--- config.mk ---
export PLATFORM = sky130hd
export DESIGN_NAME = trim_breakdown_search_top
export DESIGN_NICKNAME = d
export VERILOG_FILES = /design/src/tbs_pkg.sv /design/src/trim_breakdown_search_top.sv
export SDC_FILE = /design/constraint.sdc
export NUM_CORES = 2
export LEC_CHECK = 0
export BUFFER_PORTS_ARGS = -buffer_cell sky130_fd_sc_hd__buf_2
export CAP_MARGIN = 20
export CORE_ASPECT_RATIO = 1.5
export CORE_MARGIN = 8
export CORE_UTILIZATION = 60
export CTS_CLUSTER_SIZE = 14
export DETAILED_ROUTE_END_ITERATION = 8
export PLACE_DENSITY_LB_ADDON = 0.12
export SLEW_MARGIN = 20
export SYNTH_ARGS = -nofsm -noshare
export SYNTH_HDL_FRONTEND = slang
export SYNTH_SLANG_ARGS = --single-unit
--- constraint.sdc ---
create_clock -name clk_i -period 7.35 [get_ports clk_i]
set_input_delay 1.1025 -clock clk_i [delete_from_list [all_inputs] [get_ports clk_i]]
set_output_delay 1.1025 -clock clk_i [all_outputs]
set_load 0.005 [all_outputs]
--- src/tbs_pkg.sv ---
`timescale 1ns / 1ps
`default_nettype none

package tbs_pkg;

  localparam int COLUMNS    = 52;
  localparam int COUNT_BITS = 16;
  localparam int FRAC_BITS  = 8;

  localparam int MEAN_W = COUNT_BITS + FRAC_BITS;
  localparam int N_W    = 5;
  localparam int PROD_W = MEAN_W + N_W;
  localparam int NUM_W  = PROD_W + 1;
  localparam int DVS_W  = N_W + 1;
  localparam int CIDX_W = (COLUMNS > 1) ? $clog2(COLUMNS) : 1;
  localparam int DCNT_W = $clog2(NUM_W);

  localparam int COL_W      = 6;
  localparam int HIT_W      = 16;
  localparam int TRIM_W     = 5;
  localparam int FIN_W      = 4;
  localparam int IN_DATA_W  = 24;
  localparam int OUT_DATA_W = 24;
  localparam int APB_ADDR_W = 3;
  localparam int APB_DATA_W = 32;
  localparam int RISE_W     = 4;

  localparam logic [TRIM_W-1:0] TRIM_TOP   = 5'd15;
  localparam logic [TRIM_W-1:0] BP_START   = 5'h1f;
  localparam logic [2:0]        STEP_START = 3'd4;
  localparam logic [2:0]        STEP_HALF  = 3'd2;
  localparam logic [2:0]        STEP_ONE   = 3'd1;
  localparam logic [N_W-1:0]    N_MAX      = 5'd31;
  localparam logic [RISE_W-1:0] RISE_RESET = 4'd3;

  localparam logic REQ_START = 1'b0;
  localparam logic REQ_COUNT = 1'b1;

  // Register index as seen in paddr[2]; the two low address bits are not decoded.
  localparam logic REG_RISE = 1'b0;

  typedef struct packed {
    logic [TRIM_W-1:0] trim;
    logic [2:0]        step;
    logic [TRIM_W-1:0] bp;
    logic [MEAN_W-1:0] mean;
    logic [N_W-1:0]    n;
  } tbs_entry_t;

  localparam tbs_entry_t ENTRY_RESET = '{
    trim: TRIM_TOP,
    step: STEP_START,
    bp:   BP_START,
    mean: '0,
    n:    '0
  };

endpackage

`default_nettype wire

--- src/trim_breakdown_search_top.sv ---
// Flow: a start or an out-of-range transaction goes from S_IDLE to S_FIN, where its result is
// loaded once the output is free; a finished-column count passes S_LOAD, and a reference or
// breakdown count S_LOAD and S_TEST, before S_FIN; a count joining the mean passes S_LOAD,
// S_TEST, S_ADD and S_DIV. The mean update runs a restoring divider, 30 quotient bits.
// One transaction is in flight at a time; s_axis_tready rises at the edge that loads the result.
// Reset is asynchronous and active low; every column then reads as freshly started and
// rise_factor is 3. The column store needs no clearing pass, valid bits mark written rows.
`timescale 1ns / 1ps
`default_nettype none

module trim_breakdown_search_top (
  input  wire logic                                clk_i,
  input  wire logic                                rst_ni,
  input  wire logic                                s_axis_tvalid,
  output logic                                     s_axis_tready,
  // [5:0] column_index, [21:6] hit_count, [23:22] zero
  input  wire logic [tbs_pkg::IN_DATA_W-1:0]       s_axis_tdata,
  // [0] req_type
  input  wire logic                                s_axis_tuser,
  output logic                                     m_axis_tvalid,
  input  wire logic                                m_axis_tready,
  // [5:0] column_out, [10:6] next_trim, [11] column_done, [15:12] final_trim,
  // [16] ignored, [23:17] zero
  output logic [tbs_pkg::OUT_DATA_W-1:0]           m_axis_tdata,
  input  wire logic                                psel,
  input  wire logic                                penable,
  input  wire logic                                pwrite,
  input  wire logic [tbs_pkg::APB_ADDR_W-1:0]      paddr,
  input  wire logic [tbs_pkg::APB_DATA_W-1:0]      pwdata,
  output logic [tbs_pkg::APB_DATA_W-1:0]           prdata,
  output logic                                     pready
);

  typedef enum logic [2:0] {
    S_IDLE,
    S_LOAD,
    S_TEST,
    S_ADD,
    S_DIV,
    S_FIN
  } state_e;

  state_e state_q;

  logic [tbs_pkg::RISE_W-1:0] rise_q;

  logic [tbs_pkg::COL_W-1:0]      col_q;
  logic [tbs_pkg::CIDX_W-1:0]     row_q;
  logic [tbs_pkg::MEAN_W-1:0]     scaled_q;
  logic                           oor_q;
  logic                           ign_q;
  logic                           we_q;
  tbs_pkg::tbs_entry_t            new_q;
  logic [tbs_pkg::PROD_W-1:0]     prod_q;
  logic [tbs_pkg::NUM_W-1:0]      num_q;
  logic [tbs_pkg::DVS_W-1:0]      rem_q;
  logic [tbs_pkg::DVS_W-1:0]      dvs_q;
  logic [tbs_pkg::DCNT_W-1:0]     dcnt_q;
  logic                           m_valid_q;
  logic [tbs_pkg::OUT_DATA_W-1:0] m_data_q;

  tbs_pkg::tbs_entry_t mem [tbs_pkg::COLUMNS];
  tbs_pkg::tbs_entry_t rd_q;
  logic [tbs_pkg::COLUMNS-1:0] vld_q;
  logic                        vld_rd_q;

  logic [tbs_pkg::COL_W-1:0]  in_col;
  logic [tbs_pkg::HIT_W-1:0]  in_hit;
  logic                       in_oor;
  logic                       accept;
  logic [tbs_pkg::CIDX_W-1:0] in_row;
  logic                       out_free;
  logic                       mem_we;

  tbs_pkg::tbs_entry_t        ent;
  logic                       ent_done;
  logic [tbs_pkg::N_W-1:0]    mul_a;
  logic [tbs_pkg::PROD_W-1:0] prod;
  logic                       brk;
  logic                       upd_path;
  tbs_pkg::tbs_entry_t        upd;
  logic signed [6:0]          trim7;
  logic signed [6:0]          bp7;
  logic signed [6:0]          t7;
  logic [tbs_pkg::N_W-1:0]    nsat;

  logic [tbs_pkg::DVS_W-1:0] trial;
  logic                      qbit;
  logic [tbs_pkg::NUM_W-1:0] num_next;

  logic                        fin_done;
  logic [tbs_pkg::FIN_W-1:0]   fin_val;
  logic [tbs_pkg::TRIM_W-1:0]  out_next;
  logic [tbs_pkg::FIN_W-1:0]   out_fin;
  logic [tbs_pkg::OUT_DATA_W-1:0] out_data;

  assign in_col = s_axis_tdata[tbs_pkg::COL_W-1:0];
  assign in_hit = s_axis_tdata[tbs_pkg::COL_W +: tbs_pkg::HIT_W];
  assign in_oor = !(32'(in_col) < tbs_pkg::COLUMNS);
  assign in_row = tbs_pkg::CIDX_W'(in_col);

  assign s_axis_tready = (state_q == S_IDLE);
  assign accept        = s_axis_tvalid && s_axis_tready;
  assign out_free      = !m_valid_q || m_axis_tready;
  assign mem_we        = (state_q == S_FIN) && out_free && we_q;

  assign m_axis_tvalid = m_valid_q;
  assign m_axis_tdata  = m_data_q;

  assign pready = 1'b1;
  assign prdata = (paddr[2] == tbs_pkg::REG_RISE) ? tbs_pkg::APB_DATA_W'(rise_q) : '0;

  always_ff @(posedge clk_i or negedge rst_ni) begin
    if (!rst_ni) begin
      rise_q <= tbs_pkg::RISE_RESET;
    end else if (psel && penable && pwrite && pready && (paddr[2] == tbs_pkg::REG_RISE)) begin
      rise_q <= pwdata[tbs_pkg::RISE_W-1:0];
    end
  end

  always_ff @(posedge clk_i) begin
    if (mem_we) begin
      mem[row_q] <= new_q;
    end
    if (accept && !in_oor) begin
      rd_q <= mem[in_row];
    end
  end

  always_ff @(posedge clk_i or negedge rst_ni) begin
    if (!rst_ni) begin
      vld_q    <= '0;
      vld_rd_q <= 1'b0;
    end else begin
      if (mem_we) begin
        vld_q[row_q] <= 1'b1;
      end
      if (accept && !in_oor) begin
        vld_rd_q <= vld_q[in_row];
      end
    end
  end

  assign ent      = vld_rd_q ? rd_q : tbs_pkg::ENTRY_RESET;
  assign ent_done = $signed(ent.trim) <= $signed(ent.bp);

  assign mul_a = (state_q == S_LOAD) ? tbs_pkg::N_W'(rise_q) : ent.n;
  assign prod  = tbs_pkg::PROD_W'(mul_a) * tbs_pkg::PROD_W'(ent.mean);
  assign brk   = tbs_pkg::PROD_W'(scaled_q) > prod_q;

  always_comb begin
    upd      = ent;
    upd_path = 1'b0;
    trim7    = 7'(signed'(ent.trim));
    bp7      = 7'(signed'(ent.bp));
    nsat     = (ent.n == tbs_pkg::N_MAX) ? ent.n : ent.n + 1'b1;
    t7       = trim7;
    if (ent.trim == tbs_pkg::TRIM_TOP) begin
      upd.mean = scaled_q;
      upd.n    = nsat;
      t7       = trim7 - $signed({4'b0, ent.step});
    end else if (brk) begin
      upd.bp = ent.trim;
      case (ent.step)
        tbs_pkg::STEP_START: begin
          t7       = trim7 + 7'sd2;
          upd.step = tbs_pkg::STEP_HALF;
        end
        tbs_pkg::STEP_HALF: begin
          t7       = trim7 + 7'sd1;
          upd.step = tbs_pkg::STEP_ONE;
        end
        default: begin
          t7       = trim7 - 7'sd1;
          upd.step = tbs_pkg::STEP_ONE;
        end
      endcase
    end else begin
      upd_path = 1'b1;
      if (upd.step == tbs_pkg::STEP_START && trim7 - 7'sd4 <= bp7) begin
        upd.step = tbs_pkg::STEP_HALF;
      end
      if (upd.step == tbs_pkg::STEP_HALF && trim7 - 7'sd2 <= bp7) begin
        upd.step = tbs_pkg::STEP_ONE;
      end
      t7    = trim7 - $signed({4'b0, upd.step});
      upd.n = nsat;
    end
    upd.trim = t7[tbs_pkg::TRIM_W-1:0];
  end

  assign trial    = {rem_q[tbs_pkg::DVS_W-2:0], num_q[tbs_pkg::NUM_W-1]};
  assign qbit     = trial >= dvs_q;
  assign num_next = {num_q[tbs_pkg::NUM_W-2:0], qbit};

  always_comb begin
    fin_done = $signed(new_q.trim) <= $signed(new_q.bp);
    fin_val  = tbs_pkg::FIN_W'(new_q.bp + 1'b1);
    out_next = fin_done ? tbs_pkg::TRIM_W'(fin_val) : new_q.trim;
    out_fin  = fin_done ? fin_val : '0;
    if (oor_q) begin
      out_data = tbs_pkg::OUT_DATA_W'({1'b1, 4'b0, 1'b0, 5'b0, col_q});
    end else begin
      out_data = tbs_pkg::OUT_DATA_W'({ign_q, out_fin, fin_done, out_next, col_q});
    end
  end

  always_ff @(posedge clk_i or negedge rst_ni) begin
    if (!rst_ni) begin
      state_q   <= S_IDLE;
      col_q     <= '0;
      row_q     <= '0;
      scaled_q  <= '0;
      oor_q     <= 1'b0;
      ign_q     <= 1'b0;
      we_q      <= 1'b0;
      new_q     <= tbs_pkg::ENTRY_RESET;
      prod_q    <= '0;
      num_q     <= '0;
      rem_q     <= '0;
      dvs_q     <= '0;
      dcnt_q    <= '0;
      m_valid_q <= 1'b0;
      m_data_q  <= '0;
    end else begin
      if (m_valid_q && m_axis_tready && (state_q != S_FIN)) begin
        m_valid_q <= 1'b0;
      end
      case (state_q)
        S_IDLE: begin
          if (accept) begin
            col_q    <= in_col;
            row_q    <= in_row;
            scaled_q <= tbs_pkg::MEAN_W'(tbs_pkg::COUNT_BITS'(in_hit)) << tbs_pkg::FRAC_BITS;
            oor_q    <= in_oor;
            if (in_oor) begin
              ign_q   <= 1'b1;
              we_q    <= 1'b0;
              state_q <= S_FIN;
            end else if (s_axis_tuser == tbs_pkg::REQ_START) begin
              ign_q   <= 1'b0;
              we_q    <= 1'b1;
              new_q   <= tbs_pkg::ENTRY_RESET;
              state_q <= S_FIN;
            end else begin
              state_q <= S_LOAD;
            end
          end
        end
        S_LOAD: begin
          if (ent_done) begin
            new_q   <= ent;
            ign_q   <= 1'b1;
            we_q    <= 1'b0;
            state_q <= S_FIN;
          end else begin
            prod_q  <= prod;
            state_q <= S_TEST;
          end
        end
        S_TEST: begin
          new_q <= upd;
          ign_q <= 1'b0;
          we_q  <= 1'b1;
          if (upd_path) begin
            prod_q  <= prod;
            state_q <= S_ADD;
          end else begin
            state_q <= S_FIN;
          end
        end
        S_ADD: begin
          num_q   <= tbs_pkg::NUM_W'(scaled_q) + tbs_pkg::NUM_W'(prod_q);
          rem_q   <= '0;
          dvs_q   <= tbs_pkg::DVS_W'(ent.n) + 1'b1;
          dcnt_q  <= tbs_pkg::DCNT_W'(tbs_pkg::NUM_W - 1);
          state_q <= S_DIV;
        end
        S_DIV: begin
          num_q  <= num_next;
          rem_q  <= qbit ? trial - dvs_q : trial;
          dcnt_q <= dcnt_q - 1'b1;
          if (dcnt_q == '0) begin
            new_q.mean <= num_next[tbs_pkg::MEAN_W-1:0];
            state_q    <= S_FIN;
          end
        end
        S_FIN: begin
          if (out_free) begin
            m_valid_q <= 1'b1;
            m_data_q  <= out_data;
            state_q   <= S_IDLE;
          end
        end
        default: begin
          state_q <= S_IDLE;
        end
      endcase
    end
  end

  assert property (@(posedge clk_i) disable iff (!rst_ni)
    accept |=> (state_q != S_IDLE))
    else $error("accepted transaction did not leave idle");

  assert property (@(posedge clk_i) disable iff (!rst_ni)
    (state_q == S_DIV) |-> (rem_q < dvs_q))
    else $error("divider remainder not below divisor");

  assert property (@(posedge clk_i) disable iff (!rst_ni)
    mem_we |-> (!oor_q && !ign_q))
    else $error("column store written for an ignored transaction");

endmodule

`default_nettype wire
==> results.sh <==
export IMPL_critPathMaxFanout=22
export IMPL_switchingPower_mw=10.4
export IMPL_met1Wirelength_um=90300
export IMPL_vias=50500
export IMPL_skew_ps=32.6
export IMPL_swShare_pct=28.8
export IMPL_wl_met3_um=20800
export IMPL_hold_buffers=0
export IMPL_power_density_nw_per_um2=325
export IMPL_insertion_delay_ps=860
export IMPL_grt_usage_pct=28.6
export IMPL_critical_path_max_stage_delay_ps=590
export IMPL_path_buf_inv=3
export IMPL_ys_flop_type="edfxtp_1"
export IMPL_clock_power_share_pct=30.6
export IMPL_cp_cell_sequence="nor3b_2 > buf_4 > nand2_1 > o21ai_1 > buf_4 > nand3_1 > fa_1 > fa_1 > fa_1 > inv_1 > ha_1 > a211oi_1 > nor3_1 > o211ai_1 > a31oi_1 > o21a_1 > a311o_1 > o22ai_1 > xor2_1 > o21ai_1"
export IMPL_critPathLaunch="state_q[0]"
export IMPL_drive_gt1_share_pct=26.3
export IMPL_clock_sinks=2446
export IMPL_outcome="complete, no violations"
export IMPL_routedWlPerCell_um=33.6
export IMPL_hold_violations=0
export IMPL_die_h_um=516
export IMPL_start_util_pct=60.4
export IMPL_totalWireLength_um=255000
export IMPL_synthTopCellsByArea="edfxtp_1 (67%), mux4_2 (16%), dfrtp_1 (5.2%), fa_1 (1.4%), ha_1 (1.4%)"
export IMPL_critical_path_endpoint="prod_q[27]"
export IMPL_ys_types=86
export IMPL_combPwrFrac_pct=18.8
export IMPL_synth_async_reset_ratio_pct=8.99
export IMPL_hp_class="input port to asynchronous set/reset pin"
export IMPL_area_growth_pct=10.8
export IMPL_grt_max_degree=140
export IMPL_arrival_ps=6500
export IMPL_top_layer_used="met5"
export IMPL_ioPinCount=126
export IMPL_std_cell_rows=183
export IMPL_synth_cells=4981
export IMPL_crit_cells=20
export IMPL_grt_ovfl_total=0
export IMPL_slew_headroom_pct=18.7
export IMPL_dieArea_um2=180000
export IMPL_pwr_share_seq_pct=50.6
export IMPL_r2r_start="state_q[0]"
export IMPL_crit_type="flop to flop"
export IMPL_worstPathRequired_ps=8090
export IMPL_drt_iter0_drc=6073
export IMPL_cts_resized_gates=0
export IMPL_fillers=10700
export IMPL_core_area_um2=166000
export IMPL_critPathMostFrequentCell="fa_1"
export IMPL_avgSynthCellArea_um2=20.1
export IMPL_tightest_slew_ps=1220
export IMPL_route_detailed_drc=0
export IMPL_wl_met2_um=134000
export IMPL_synthesis_area_um2=100000
export IMPL_finalMaxSlewViolations=0
export IMPL_cts_htree_levels=4
export IMPL_critical_path_endpoint_type="flop"
export IMPL_peakVddDrop_mv=0.243
export IMPL_cts_tree="done"
export IMPL_avgViaCountPerCell=6.66
export IMPL_clk_path_buf_depth=3
export IMPL_yosysTopAreaCell="edfxtp_1"
export IMPL_intPower_mw=25.7
export IMPL_fmax_mhz=174
export IMPL_grt_pass1_wl_um=367000
export IMPL_fin_nets=5426
export IMPL_synth_seq_cells=2446
export IMPL_ys_seq_area_share_pct=72.3
export IMPL_whs_ps=239
export IMPL_firstDrtPassIters=6
export IMPL_rsz0062_at_grt="no"
export IMPL_cap_violations=0
export IMPL_post_route_util_pct=66.9
export IMPL_final_setup_tns_ps=0
export IMPL_cpMaxStageDelayCell="fa_1"
export IMPL_place_gp_congestion=0.875
export IMPL_p_leak_nw=37.1
export IMPL_numCtsBuffers=217
export IMPL_synth_top_area_share_pct=66.8
export IMPL_drtAntennaViolNets=0
export IMPL_die_w_um=349
export IMPL_r2r_cells=20
export IMPL_clk_pin_slew_ps=80
export IMPL_cts_setup_buffers=0
export IMPL_yosys_warnings=0
export IMPL_r2r_end="prod_q[27]"
export IMPL_finalCriticalPeriod_ps=5760
export IMPL_setup_viol=0
export IMPL_synth_edf_count=2226
export IMPL_regToRegSetupSlack_ps=1590
export IMPL_antenna_found_initial=10
export IMPL_detailed_place_hpwl_um=147000
export IMPL_grt_pass1_vias=51600
export IMPL_cp_top_family="compound AO/OA/AOI/OAI gates"
export IMPL_cts_root_buffer="clkbuf_16"
export IMPL_start_kind="flop"
export IMPL_min_period_over_period_pct=78.4
export IMPL_port_buffers=57
routing by layer:
metal	up-vias	global-route usage, %
met5	-	0
met4	4	10.4
met3	497	4.84
met2	2418	50.1
met1	27000	36.2
li1	20600	-
cell type report:
| class | instances | area (µm²) | share of cell area, % |
|---|---|---|---|
| well taps | 2220 | 2780 | 2.51 |
| inverters | 116 | 435 | 0.393 |
| multi-input cells | 2165 | 26500 | 23.9 |
| clock inverters | 100 | 897 | 0.809 |
| repair buffers | 234 | 1950 | 1.76 |
| diodes | 2 | 5.00 | 0.00452 |
| clock buffers | 296 | 5930 | 5.35 |
| flip-flops and latches | 2446 | 72400 | 65.3 |
placed cells by master (no fill, tap or decap), types with 16 or more instances in the layout:
master	count
clkbuf_16	221
nand2b_1	20
a221oi_1	20
clkinv_2	34
nor2b_1	16
a21o_1	23
ha_1	108
o21ai_1	34
or2_2	54
conb_1	36
nand2_1	258
a21oi_1	105
dfrtp_1	206
inv_1	114
clkbuf_1	63
buf_12	23
clkinv_1	39
mux4_2	731
nor3_1	20
buf_4	154
nor2_4	54
edfxtp_1	2226
nor2_1	181
o21ai_0	88
a22oi_1	27
xor2_1	29
fa_1	71
nand3_1	60
xnor2_1	27
buf_2	51
Yosys cell counts (all sizes together), types with 6 or more instances:
cell type / count
mux2: 9
o211ai: 10
ha: 108
inv: 116
a221oi: 21
xor2: 29
o21ai: 123
a22o: 7
a21oi: 108
o31ai: 6
and2: 10
o21bai: 7
nor2b: 16
nand2: 259
mux2i: 9
o21a: 12
xnor2: 27
mux4: 731
fa: 71
edfxtp: 2226
dfstp: 12
nand3b: 10
a22oi: 27
or2: 54
dfrtp: 208
a21o: 23
or3: 7
nand4: 7
a32oi: 10
a211oi: 13
nand2b: 20
nand3: 60
nor3: 20
nor2: 237
clkbuf: 143
buf: 145
a31oi: 11
how the worst min path moves through the flow:
stage / cells after the start / start / endpoint / slack [ps]
floorplan: 1 / vld_q[10] / vld_q[10] / 430
CTS: 1 / rst_ni / m_axis_tdata[8] / 200
global placement: 1 / vld_q[22] / vld_q[22] / 450
detailed placement: 1 / vld_q[27] / vld_q[27] / 450
global route: 1 / rst_ni / m_axis_tdata[9] / 260
finish: 1 / rst_ni / m_axis_tdata[0] / 240
state kept, by name (all words and copies together) (netlist names), 3 cells and up:
signal / count
rem_q: 5
m_axis_tdata: 17
prod_q: 29
new_q: 42
state_q: 3
dcnt_q: 5
rd_q: 42
row_q: 6
num_q: 30
dvs_q: 6
rise_q: 4
vld_q: 52
mem: 2184
scaled_q: 16
cell families (layout without fill, tap and decap cells):
family | count (synthesis) | count (layout) | synth area share [%]
xor+xnor | 56 | 56 | 0.490
simple gates | 720 | 720 | 3.22
buf+inv | 404 | 746 | 1.80
flops | 2446 | 2446 | 72.3
fa+ha+maj | 179 | 179 | 2.77
mux | 749 | 749 | 16.6
compound gates | 425 | 425 | 2.74
other cells | 2 | 38 | 0.00751
power groups by stage:
stage	clock, mW	sequential, mW	combinational [mW]
2_1_floorplan	0	18.8	4.02
3_3_place_gp	0	18.5	6.53
3_5_place_dp	0	18.5	6.74
4_1_cts	11.2	18.2	6.76
5_1_grt	11.7	18.3	7.45
6_report	11.0	18.3	6.77
through the flow:
step	worst slack (ps)	power [mW]	instance area [µm²]	cells
2_1_floorplan	1840	22.8	100000	5015
3_3_place_gp	1680	25.0	104000	7175
3_5_place_dp	1610	25.3	104000	7179
4_1_cts	1610	36.2	111000	7575
5_1_grt	1280	37.5	111000	7578
6_report	1590	36.1	111000	7579
(Power assumes the default switching activity.)
